===== config.mk =====
export PLATFORM = sky130hd
export DESIGN_NAME = priority_round_robin_scheduler_unit
export DESIGN_NICKNAME = d
export VERILOG_FILES = /design/src/rtl/prrs_pkg.sv /design/src/rtl/prrs_datapath.sv /design/src/rtl/prrs_ctrl.sv /design/src/rtl/priority_round_robin_scheduler_unit.sv
export SDC_FILE = /design/constraint.sdc
export NUM_CORES = 2
export LEC_CHECK = 0
export BUFFER_PORTS_ARGS = -buffer_cell sky130_fd_sc_hd__buf_2
export CAP_MARGIN = 20
export CORE_MARGIN = 3
export CORE_UTILIZATION = 50
export CTS_CLUSTER_SIZE = 30
export DETAILED_ROUTE_END_ITERATION = 7
export GPL_TIMING_DRIVEN = 0
export HOLD_SLACK_MARGIN = 0.06
export PLACE_DENSITY = 0.63
export SKIP_CTS_REPAIR_TIMING = 1
export SYNTH_ARGS = -nofsm -noshare
export SYNTH_HDL_FRONTEND = slang
export SYNTH_SLANG_ARGS = --single-unit

===== constraint.sdc =====
create_clock -name clk -period 7.7 [get_ports clk]
set_input_delay 0.385 -clock clk [delete_from_list [all_inputs] [get_ports clk]]
set_output_delay 0.385 -clock clk [all_outputs]
set_load 0.05 [all_outputs]

===== src/rtl/prrs_pkg.sv =====
// Package: shared constants, types and codes for the priority round-robin scheduler.
`default_nettype none
package prrs_pkg;
	localparam int NUM_LEVELS = 8;
	localparam int DEQUE_DEPTH = 16;
	localparam int THREAD_ID_BITS = 6;
	localparam int LV_W = $clog2(NUM_LEVELS);
	localparam int POS_W = $clog2(DEQUE_DEPTH);
	localparam int LEN_W = $clog2(DEQUE_DEPTH + 1);
	localparam int CNT_W = $clog2(DEQUE_DEPTH + 2);
	localparam int ADDR_W = LV_W + POS_W;
	localparam int PRIO_W = 8;
	localparam int STAT_W = 3;

	typedef logic [THREAD_ID_BITS-1:0] tid_t;
	typedef logic [LV_W-1:0] lv_t;
	typedef logic [POS_W-1:0] pos_t;
	typedef logic [LEN_W-1:0] len_t;
	typedef logic [CNT_W-1:0] cnt_t;
	typedef logic [ADDR_W-1:0] addr_t;

	typedef enum logic [1:0] {
		FN_ADD = 2'd0,
		FN_WAIT = 2'd1,
		FN_WAKE = 2'd2,
		FN_SELECT = 2'd3
	} func_t;

	typedef enum logic [STAT_W-1:0] {
		ST_OK = 3'd0,
		ST_BAD_PRIO = 3'd1,
		ST_EMPTY = 3'd2,
		ST_FULL = 3'd3,
		ST_NOT_FOUND = 3'd4
	} status_t;

	// datapath commands
	typedef struct packed {
		logic load;       // latch request, reset scan state
		logic scan_next;  // advance select scan level
		logic rd_issue;   // read store at head plus search position
		logic pos_inc;    // advance search position
		logic do_add;
		logic do_wake;
		logic cur_clear;  // wait hit current slot
		logic shift_wr;   // write shifted entry at pos-1
		logic rem_done;   // finish removal
		logic sel_rot;    // select rotation with popped front
		logic set_result;
		logic [STAT_W-1:0] res_status;
		logic res_chosen_cur; // chosen = current of scan level
		logic res_chosen_rd;  // chosen = read data
		logic res_idle;
		logic push_old;   // write old current at back
	} cmd_t;

	typedef struct packed {
		func_t func;
		logic bad_prio;
		logic full;
		logic cnt_zero;
		logic cur_match;
		logic pos_end;     // search pos reached length
		logic rd_match;
		logic scan_cnt_nz;
		logic scan_len_nz;
		logic scan_cur_v;
		logic scan_last;
	} stat_t;
endpackage
`default_nettype wire


===== src/rtl/prrs_datapath.sv =====
// Datapath: level state, ready store memory and result register.
`default_nettype none
module prrs_datapath (
	input  wire logic clk,
	input  wire logic arst_n,
	input  wire prrs_pkg::cmd_t cmd,
	output prrs_pkg::stat_t st,
	input  wire logic [1:0] in_func,
	input  wire prrs_pkg::tid_t in_tid,
	input  wire logic [prrs_pkg::PRIO_W-1:0] in_prio,
	input  wire prrs_pkg::tid_t idle_tid,
	output prrs_pkg::tid_t res_chosen,
	output logic res_idle,
	output logic [prrs_pkg::STAT_W-1:0] res_status
);
	import prrs_pkg::*;

	tid_t store_mem [NUM_LEVELS*DEQUE_DEPTH];
	pos_t head_q [NUM_LEVELS];
	len_t qlen_q [NUM_LEVELS];
	cnt_t cnt_q [NUM_LEVELS];
	logic [NUM_LEVELS-1:0] curv_q;
	tid_t curid_q [NUM_LEVELS];

	func_t func_q;
	tid_t tid_q;
	lv_t lv_q;
	logic bad_q;
	len_t pos_q;
	tid_t rd_q;

	pos_t head_l;
	len_t len_l;
	addr_t rd_addr, wr_addr;
	tid_t wr_data;
	logic wr_en;
	pos_t back_pos;

	assign head_l = head_q[lv_q];
	assign len_l = qlen_q[lv_q];
	assign rd_addr = {lv_q, POS_W'(head_l + pos_q[POS_W-1:0])};
	assign back_pos = POS_W'(head_l + POS_W'(len_l));

	always_comb begin
		wr_en = 1'b0;
		wr_addr = rd_addr;
		wr_data = tid_q;
		if (cmd.do_add) begin
			wr_en = 1'b1;
			wr_addr = {lv_q, POS_W'(head_l - POS_W'(1))};
		end else if (cmd.do_wake) begin
			wr_en = 1'b1;
			wr_addr = {lv_q, back_pos};
		end else if (cmd.shift_wr) begin
			wr_en = 1'b1;
			wr_addr = {lv_q, POS_W'(head_l + pos_q[POS_W-1:0] - POS_W'(1))};
			wr_data = rd_q;
		end else if (cmd.push_old) begin
			wr_en = 1'b1;
			wr_addr = {lv_q, back_pos};
			wr_data = curid_q[lv_q];
		end
	end

	always_ff @(posedge clk) begin
		if (wr_en) store_mem[wr_addr] <= wr_data;
		if (cmd.rd_issue) rd_q <= store_mem[rd_addr];
	end

	always_ff @(posedge clk) begin
		if (cmd.load) begin
			func_q <= func_t'(in_func);
			tid_q <= in_tid;
			lv_q <= (in_func == FN_SELECT) ? '0 : lv_t'(in_prio);
			bad_q <= in_prio >= PRIO_W'(NUM_LEVELS);
		end else if (cmd.scan_next) begin
			lv_q <= lv_t'(lv_q + 1'b1);
		end
	end

	always_ff @(posedge clk or negedge arst_n) begin
		if (!arst_n) begin
			for (int i = 0; i < NUM_LEVELS; i++) begin
				head_q[i] <= '0;
				qlen_q[i] <= '0;
				cnt_q[i] <= '0;
			end
			curv_q <= '0;
			pos_q <= '0;
			res_chosen <= '0;
			res_idle <= 1'b0;
			res_status <= '0;
		end else begin
			if (cmd.load) pos_q <= '0;
			if (cmd.pos_inc) pos_q <= LEN_W'(pos_q + 1'b1);
			if (cmd.do_add) begin
				head_q[lv_q] <= POS_W'(head_l - POS_W'(1));
				qlen_q[lv_q] <= LEN_W'(len_l + 1'b1);
				cnt_q[lv_q] <= CNT_W'(cnt_q[lv_q] + 1'b1);
			end
			if (cmd.do_wake) begin
				qlen_q[lv_q] <= LEN_W'(len_l + 1'b1);
				cnt_q[lv_q] <= CNT_W'(cnt_q[lv_q] + 1'b1);
			end
			if (cmd.cur_clear) begin
				curv_q[lv_q] <= 1'b0;
				cnt_q[lv_q] <= CNT_W'(cnt_q[lv_q] - 1'b1);
			end
			if (cmd.rem_done) begin
				qlen_q[lv_q] <= LEN_W'(len_l - 1'b1);
				cnt_q[lv_q] <= CNT_W'(cnt_q[lv_q] - 1'b1);
			end
			if (cmd.sel_rot) begin
				head_q[lv_q] <= POS_W'(head_l + POS_W'(1));
				if (!curv_q[lv_q]) qlen_q[lv_q] <= LEN_W'(len_l - 1'b1);
				curv_q[lv_q] <= 1'b1;
			end
			if (cmd.set_result) begin
				res_status <= cmd.res_status;
				res_idle <= cmd.res_idle;
				if (cmd.res_chosen_rd) res_chosen <= rd_q;
				else if (cmd.res_chosen_cur) res_chosen <= curid_q[lv_q];
				else if (cmd.res_idle) res_chosen <= idle_tid;
				else res_chosen <= '0;
			end
		end
	end

	// curid_q has no reset: undefined until written
	always_ff @(posedge clk) begin
		if (cmd.sel_rot) curid_q[lv_q] <= rd_q;
	end

	always_comb begin
		st.func = func_q;
		st.bad_prio = bad_q;
		st.full = len_l >= LEN_W'(DEQUE_DEPTH);
		st.cnt_zero = cnt_q[lv_q] == '0;
		st.cur_match = curv_q[lv_q] && (curid_q[lv_q] == tid_q);
		st.pos_end = pos_q >= len_l;
		st.rd_match = rd_q == tid_q;
		st.scan_cnt_nz = cnt_q[lv_q] != '0;
		st.scan_len_nz = len_l != '0;
		st.scan_cur_v = curv_q[lv_q];
		st.scan_last = lv_q == lv_t'(NUM_LEVELS - 1);
	end
endmodule
`default_nettype wire


===== src/rtl/prrs_ctrl.sv =====
// Controller: sequencer for add, wait, wake and select operations.
`default_nettype none
module prrs_ctrl (
	input  wire logic clk,
	input  wire logic arst_n,
	input  wire logic in_fire,
	output logic in_ready,
	output logic out_valid,
	input  wire logic out_ready,
	input  wire prrs_pkg::stat_t st,
	output prrs_pkg::cmd_t cmd
);
	import prrs_pkg::*;

	typedef enum logic [9:0] {
		S_IDLE   = 10'b0000000001,
		S_DECODE = 10'b0000000010,
		S_SRD    = 10'b0000000100,
		S_SCHK   = 10'b0000001000,
		S_MRD    = 10'b0000010000,
		S_MWR    = 10'b0000100000,
		S_SCAN   = 10'b0001000000,
		S_POP    = 10'b0010000000,
		S_PUSH   = 10'b0100000000,
		S_OUT    = 10'b1000000000
	} state_t;

	state_t state_q, state_d;

	assign in_ready = (state_q == S_IDLE);
	assign out_valid = (state_q == S_OUT);

	always_comb begin
		cmd = '0;
		state_d = state_q;
		case (state_q)
			S_IDLE: begin
				if (in_fire) begin
					cmd.load = 1'b1;
					state_d = S_DECODE;
				end
			end
			S_DECODE: begin
				if (st.func == FN_SELECT) begin
					state_d = S_SCAN;
				end else if (st.bad_prio) begin
					cmd.set_result = 1'b1;
					cmd.res_status = ST_BAD_PRIO;
					state_d = S_OUT;
				end else if (st.func == FN_WAIT) begin
					if (st.cnt_zero) begin
						cmd.set_result = 1'b1;
						cmd.res_status = ST_EMPTY;
						state_d = S_OUT;
					end else if (st.cur_match) begin
						cmd.cur_clear = 1'b1;
						cmd.set_result = 1'b1;
						cmd.res_status = ST_OK;
						state_d = S_OUT;
					end else begin
						state_d = S_SRD;
					end
				end else if (st.full) begin
					cmd.set_result = 1'b1;
					cmd.res_status = ST_FULL;
					state_d = S_OUT;
				end else begin
					cmd.do_add = (st.func == FN_ADD);
					cmd.do_wake = (st.func == FN_WAKE);
					cmd.set_result = 1'b1;
					cmd.res_status = ST_OK;
					state_d = S_OUT;
				end
			end
			S_SRD: begin
				if (st.pos_end) begin
					cmd.set_result = 1'b1;
					cmd.res_status = ST_NOT_FOUND;
					state_d = S_OUT;
				end else begin
					cmd.rd_issue = 1'b1;
					state_d = S_SCHK;
				end
			end
			S_SCHK: begin
				cmd.pos_inc = 1'b1;
				state_d = st.rd_match ? S_MRD : S_SRD;
			end
			S_MRD: begin
				if (st.pos_end) begin
					cmd.rem_done = 1'b1;
					cmd.set_result = 1'b1;
					cmd.res_status = ST_OK;
					state_d = S_OUT;
				end else begin
					cmd.rd_issue = 1'b1;
					state_d = S_MWR;
				end
			end
			S_MWR: begin
				cmd.shift_wr = 1'b1;
				cmd.pos_inc = 1'b1;
				state_d = S_MRD;
			end
			S_SCAN: begin
				if (st.scan_cnt_nz && st.scan_len_nz) begin
					cmd.rd_issue = 1'b1;
					state_d = S_POP;
				end else if (st.scan_cnt_nz && st.scan_cur_v) begin
					cmd.set_result = 1'b1;
					cmd.res_chosen_cur = 1'b1;
					cmd.res_status = ST_OK;
					state_d = S_OUT;
				end else if (st.scan_last) begin
					cmd.set_result = 1'b1;
					cmd.res_idle = 1'b1;
					cmd.res_status = ST_OK;
					state_d = S_OUT;
				end else begin
					cmd.scan_next = 1'b1;
				end
			end
			S_POP: begin
				cmd.set_result = 1'b1;
				cmd.res_chosen_rd = 1'b1;
				cmd.res_status = ST_OK;
				if (st.scan_cur_v) begin
					state_d = S_PUSH;
				end else begin
					cmd.sel_rot = 1'b1;
					state_d = S_OUT;
				end
			end
			S_PUSH: begin
				// write old current at back (head still unmoved, len unchanged)
				cmd.push_old = 1'b1;
				cmd.sel_rot = 1'b1;
				state_d = S_OUT;
			end
			S_OUT: begin
				if (out_ready) state_d = S_IDLE;
			end
			default: state_d = S_IDLE;
		endcase
	end

	always_ff @(posedge clk or negedge arst_n) begin
		if (!arst_n) state_q <= S_IDLE;
		else state_q <= state_d;
	end

`ifndef SYNTHESIS
	a_onehot: assert property (@(posedge clk) disable iff (!arst_n) $onehot(state_q))
		else $error("state not one-hot");
	a_no_accept_busy: assert property (@(posedge clk) disable iff (!arst_n)
		state_q != S_IDLE |-> !in_fire) else $error("accept while busy");
	a_out_hold: assert property (@(posedge clk) disable iff (!arst_n)
		out_valid && !out_ready |=> out_valid) else $error("result dropped");
	a_single_write: assert property (@(posedge clk) disable iff (!arst_n)
		$countones({cmd.do_add, cmd.do_wake, cmd.shift_wr, cmd.push_old}) <= 1)
		else $error("store write conflict");
`endif
endmodule
`default_nettype wire


===== src/rtl/priority_round_robin_scheduler_unit.sv =====
// Top level: priority round-robin scheduler with stream ports and idle-thread register.
//
// channel | dir | handshake          | payload
// s_axis  | in  | tvalid/tready      | tdata: func, thread_id, priority_req
// m_axis  | out | tvalid/tready      | tdata: chosen_thread, chosen_is_idle, status
// cfg     | in  | cfg_valid/cfg_ready| cfg_data: idle_thread
//
// One word at a time. Wait searches the level's deque and then shifts the later entries
// down through the single store write port; select scans levels upward, one level scanned per cycle.
// Reset clears all level counts; no clearing pass. A stalled result holds s_axis_tready low.
`default_nettype none
module priority_round_robin_scheduler_unit (
	input  wire logic clk,
	input  wire logic arst_n,
	input  wire logic s_axis_tvalid,
	output logic s_axis_tready,
	input  wire logic [15:0] s_axis_tdata, // func[1:0], thread_id[7:2], priority_req[15:8]
	output logic m_axis_tvalid,
	input  wire logic m_axis_tready,
	output logic [15:0] m_axis_tdata, // chosen_thread[5:0], chosen_is_idle[6], status[9:7]
	input  wire logic cfg_valid,
	output logic cfg_ready,
	input  wire logic [prrs_pkg::THREAD_ID_BITS-1:0] cfg_data
);
	import prrs_pkg::*;

	cmd_t cmd;
	stat_t st;
	tid_t idle_q;
	tid_t res_chosen;
	logic res_idle;
	logic [STAT_W-1:0] res_status;
	logic in_fire;

	assign cfg_ready = 1'b1;
	assign in_fire = s_axis_tvalid && s_axis_tready;

	always_ff @(posedge clk or negedge arst_n) begin
		if (!arst_n) idle_q <= '0;
		else if (cfg_valid) idle_q <= cfg_data;
	end

	prrs_ctrl u_ctrl (
		.clk(clk), .arst_n(arst_n), .in_fire(in_fire), .in_ready(s_axis_tready),
		.out_valid(m_axis_tvalid), .out_ready(m_axis_tready), .st(st), .cmd(cmd)
	);

	prrs_datapath u_dp (
		.clk(clk), .arst_n(arst_n), .cmd(cmd), .st(st),
		.in_func(s_axis_tdata[1:0]), .in_tid(s_axis_tdata[7:2]),
		.in_prio(s_axis_tdata[15:8]), .idle_tid(idle_q),
		.res_chosen(res_chosen), .res_idle(res_idle), .res_status(res_status)
	);

	assign m_axis_tdata = {6'd0, res_status, res_idle, res_chosen};
endmodule
`default_nettype wire


==> flow_metrics.env <==
export IMPL_layout_drive_gt1_share=0.217
export IMPL_critPathKind="reg -> reg"
export IMPL_endpoint_kind="flip-flop"
export IMPL_grt_max_degree=89
export IMPL_hp_start="s_axis_tdata[8]"
export IMPL_synth_compound_area_share=0.0626
export IMPL_reg2reg_from="u_dp.lv_q[2]$_DFFE_PN_"
export IMPL_cts_tree="built"
export IMPL_track_usage=0.257
export IMPL_power_leakage_nw=15.9
export IMPL_synth_area_top_cells="edfxtp_1, mux4_2, dfrtp_1"
export IMPL_yosys_register_bits=988
export IMPL_worstSkewPairLatency_ps=680
export IMPL_areaGrowthSynthToFinish_pct=13.3
export IMPL_fp_row_count=105
export IMPL_status="finished, final reports clean"
export IMPL_grt_pass1_wl_mm=164
export IMPL_finalSetupTns_ps=0
export IMPL_die_area_sq_um=87300
export IMPL_portBuffers=38
export IMPL_synth_simple_area_share=0.0561
export IMPL_root_buffer="clkbuf_16"
export IMPL_synthXorXnorAreaFrac=0.00421
export IMPL_path_clk_slew_ps=60
export IMPL_initial_core_util=0.508
export IMPL_cap_viol_max_count=0
export IMPL_syn_area_sq_um=41900
export IMPL_reg2reg_depth=18
export IMPL_pin_count=46
export IMPL_final_area_sq_um=47500
export IMPL_finalCriticalPeriod_ps=7180
export IMPL_gp_congestion=0.915
export IMPL_viasPerCell=6.40
export IMPL_critPathLaunch="u_dp.lv_q[2]$_DFFE_PN_"
export IMPL_hpwl_mm=75.8
export IMPL_critPathLaunchType="flip-flop"
export IMPL_async_flop_share=0.153
export IMPL_slew_viol_final=0
export IMPL_yosysTopAreaCell="edfxtp_1"
export IMPL_routed_wl_mm=111
export IMPL_hold_path_cell_count=3
export IMPL_clockBufferDepth=3
export IMPL_fmax_ghz=0.139
export IMPL_report_final_setup_viol=0
export IMPL_synthMuxAreaShare=0.161
export IMPL_synth_fa_ha_area_frac=0.00723
export IMPL_grt_pass1_vias=24300
export IMPL_post_synth_top_area_fraction=0.598
export IMPL_synth_flop_cell="edfxtp_1"
export IMPL_wl_per_cell_um=29.3
export IMPL_ir_drop_mv=0.278
export IMPL_die_x_um=295
export IMPL_hold_slack_ps=183
export IMPL_synth_edff_count=834
export IMPL_final_antenna_net_count=0
export IMPL_cts_max_level=3
export IMPL_coreArea_sq_um=82500
export IMPL_required_ps=7990
export IMPL_path_max_fanout=12
export IMPL_ys_seq_area_frac=0.689
export IMPL_antenna_cells=0
export IMPL_min_path_type="in -> reg"
export IMPL_clkSinkCount=988
export IMPL_p_per_area_nw_per_um2=346
export IMPL_die_h_um=295
export IMPL_skew_ps=27.3
export IMPL_mostFrequentLayoutCell="edfxtp_1"
export IMPL_drc=0
export IMPL_synth_warnings=0
export IMPL_synth_top_family_by_area="multiplexers"
export IMPL_antenna_found_initial=1
export IMPL_avgSynthCellArea_sq_um=17.1
export IMPL_first_iter_violations=2798
export IMPL_nets=2685
export IMPL_hold_viol=0
export IMPL_cts_made_buffers=100
export IMPL_worst_pin_slew_ps=1240
export IMPL_dr_pass1_iters=6
export IMPL_cp_data_arrival_time_ps=7470
export IMPL_min_period_over_period=0.933
export IMPL_placed_cell_area_sq_um=43800
export IMPL_layout_common_cells="edfxtp_1, mux4_2, nor2_1"
export IMPL_yosysUniqueCellTypes=94
export IMPL_overflow=0
export IMPL_syn_inst=2445
export IMPL_slew_headroom=0.174
export IMPL_vias=24300
export IMPL_rsz0062_at_grt="no"
state kept, by name (all words and copies together), names as in the netlist, 5 cells and up, named ones only:
name and cells:
idle_q 6, u_dp.pos_q 5, u_dp.res_chosen 6, u_dp.curid_q 48, u_dp.qlen_q 40, u_dp.store_mem 768
u_dp.cnt_q 40, u_dp.head_q 32, u_dp.tid_q 6, u_dp.rd_q 6, u_ctrl.state_q 10, u_dp.curv_q 8
stage by stage:
stage	util	worst slack [ps]	instances	power, mW
after CTS	0.571	-139	3760	16.4
after global placement	0.527	-3310	3558	11.4
after global routing	0.575	172	3789	17.0
after floorplan	-	1660	2450	9.63
final	0.575	516	3789	16.4
after detailed placement	0.531	-88.7	3574	11.5
power breakdown:
part           switching (mW)  internal [mW]
Clock                    2.08           2.80
Combinational            3.22           1.99
Sequential              0.135           6.18
area by class of cell:
type,instances,area (sq um)
clock inverter,71,702
buffer,144,646
clock buffer,115,2600
fill,6305,35000
tap,1070,1340
multi-input combinational,1277,12300
inverter,41,154
sequential,988,28900
timing repair buffer,83,837
cell usage after synthesis (15+ instances only):
master	instances
dfrtp_1	150
ha_1	21
edfxtp_1	834
nand2_1	157
a21oi_1	88
nand3_1	31
nor2b_1	18
and2_1	16
o21ai_0	83
o22ai_1	18
nand2b_1	15
o22a_1	15
mux2_2	25
mux4_2	265
buf_2	27
buf_1	21
mux2i_1	42
a2bb2oi_1	19
inv_1	37
clkbuf_1	81
a211oi_1	19
a22o_1	17
nor2_1	198
critical path: stages, from the launching register on:
cell             delay [ps]
edfxtp_1                570
buf_4                   310
buf_2                   330
mux4_2                  360
mux2i_2                 460
clkinv_1                500
ha_1                    360
inv_1                    80
fa_1                    200
clkbuf_1                230
clkdlybuf4s15_1         710
clkbuf_2                470
nand3_1                 150
o2111ai_1               230
o211ai_2                160
nor2_1                  240
nand3b_2                380
buf_2                   370
nor2_1                  660
per-layer routing:
metal  up-vias  routed length (um)  global-route usage  part of all wire
met4         0                4100              0.0945             0.037
met3       231                7790              0.0382             0.070
met2      1142               53700               0.417              0.48
li1      10200                   -                   -                 -
met5         -                   0                   0                 0
met1     12700               45500               0.361              0.41
final timing paths:
check	to	slack [ps]
min in group asynchronous	u_dp.curv_q[5]$_DFF_PN0_	290
max in group asynchronous	u_dp.cnt_q[3]$_DFF_PN0_	6540
max	u_dp.store_mem[78][2]$_DFFE_PP_	520
min reg2reg	u_dp.head_q[4]$_DFF_PN0_	480
max reg2reg	u_dp.store_mem[78][2]$_DFFE_PP_	520
min	u_dp.lv_q[0]$_DFFE_PN_	180
cells by family (layout without fill, tap and decap cells):
group	Yosys count	after routing
flops	988	988
simple gates	511	511
compound gates	380	380
mux	339	339
buf+inv	185	454
fa+ha+maj	23	23
xor+xnor	17	17
other cells	2	7
(Power assumes the default switching activity.)
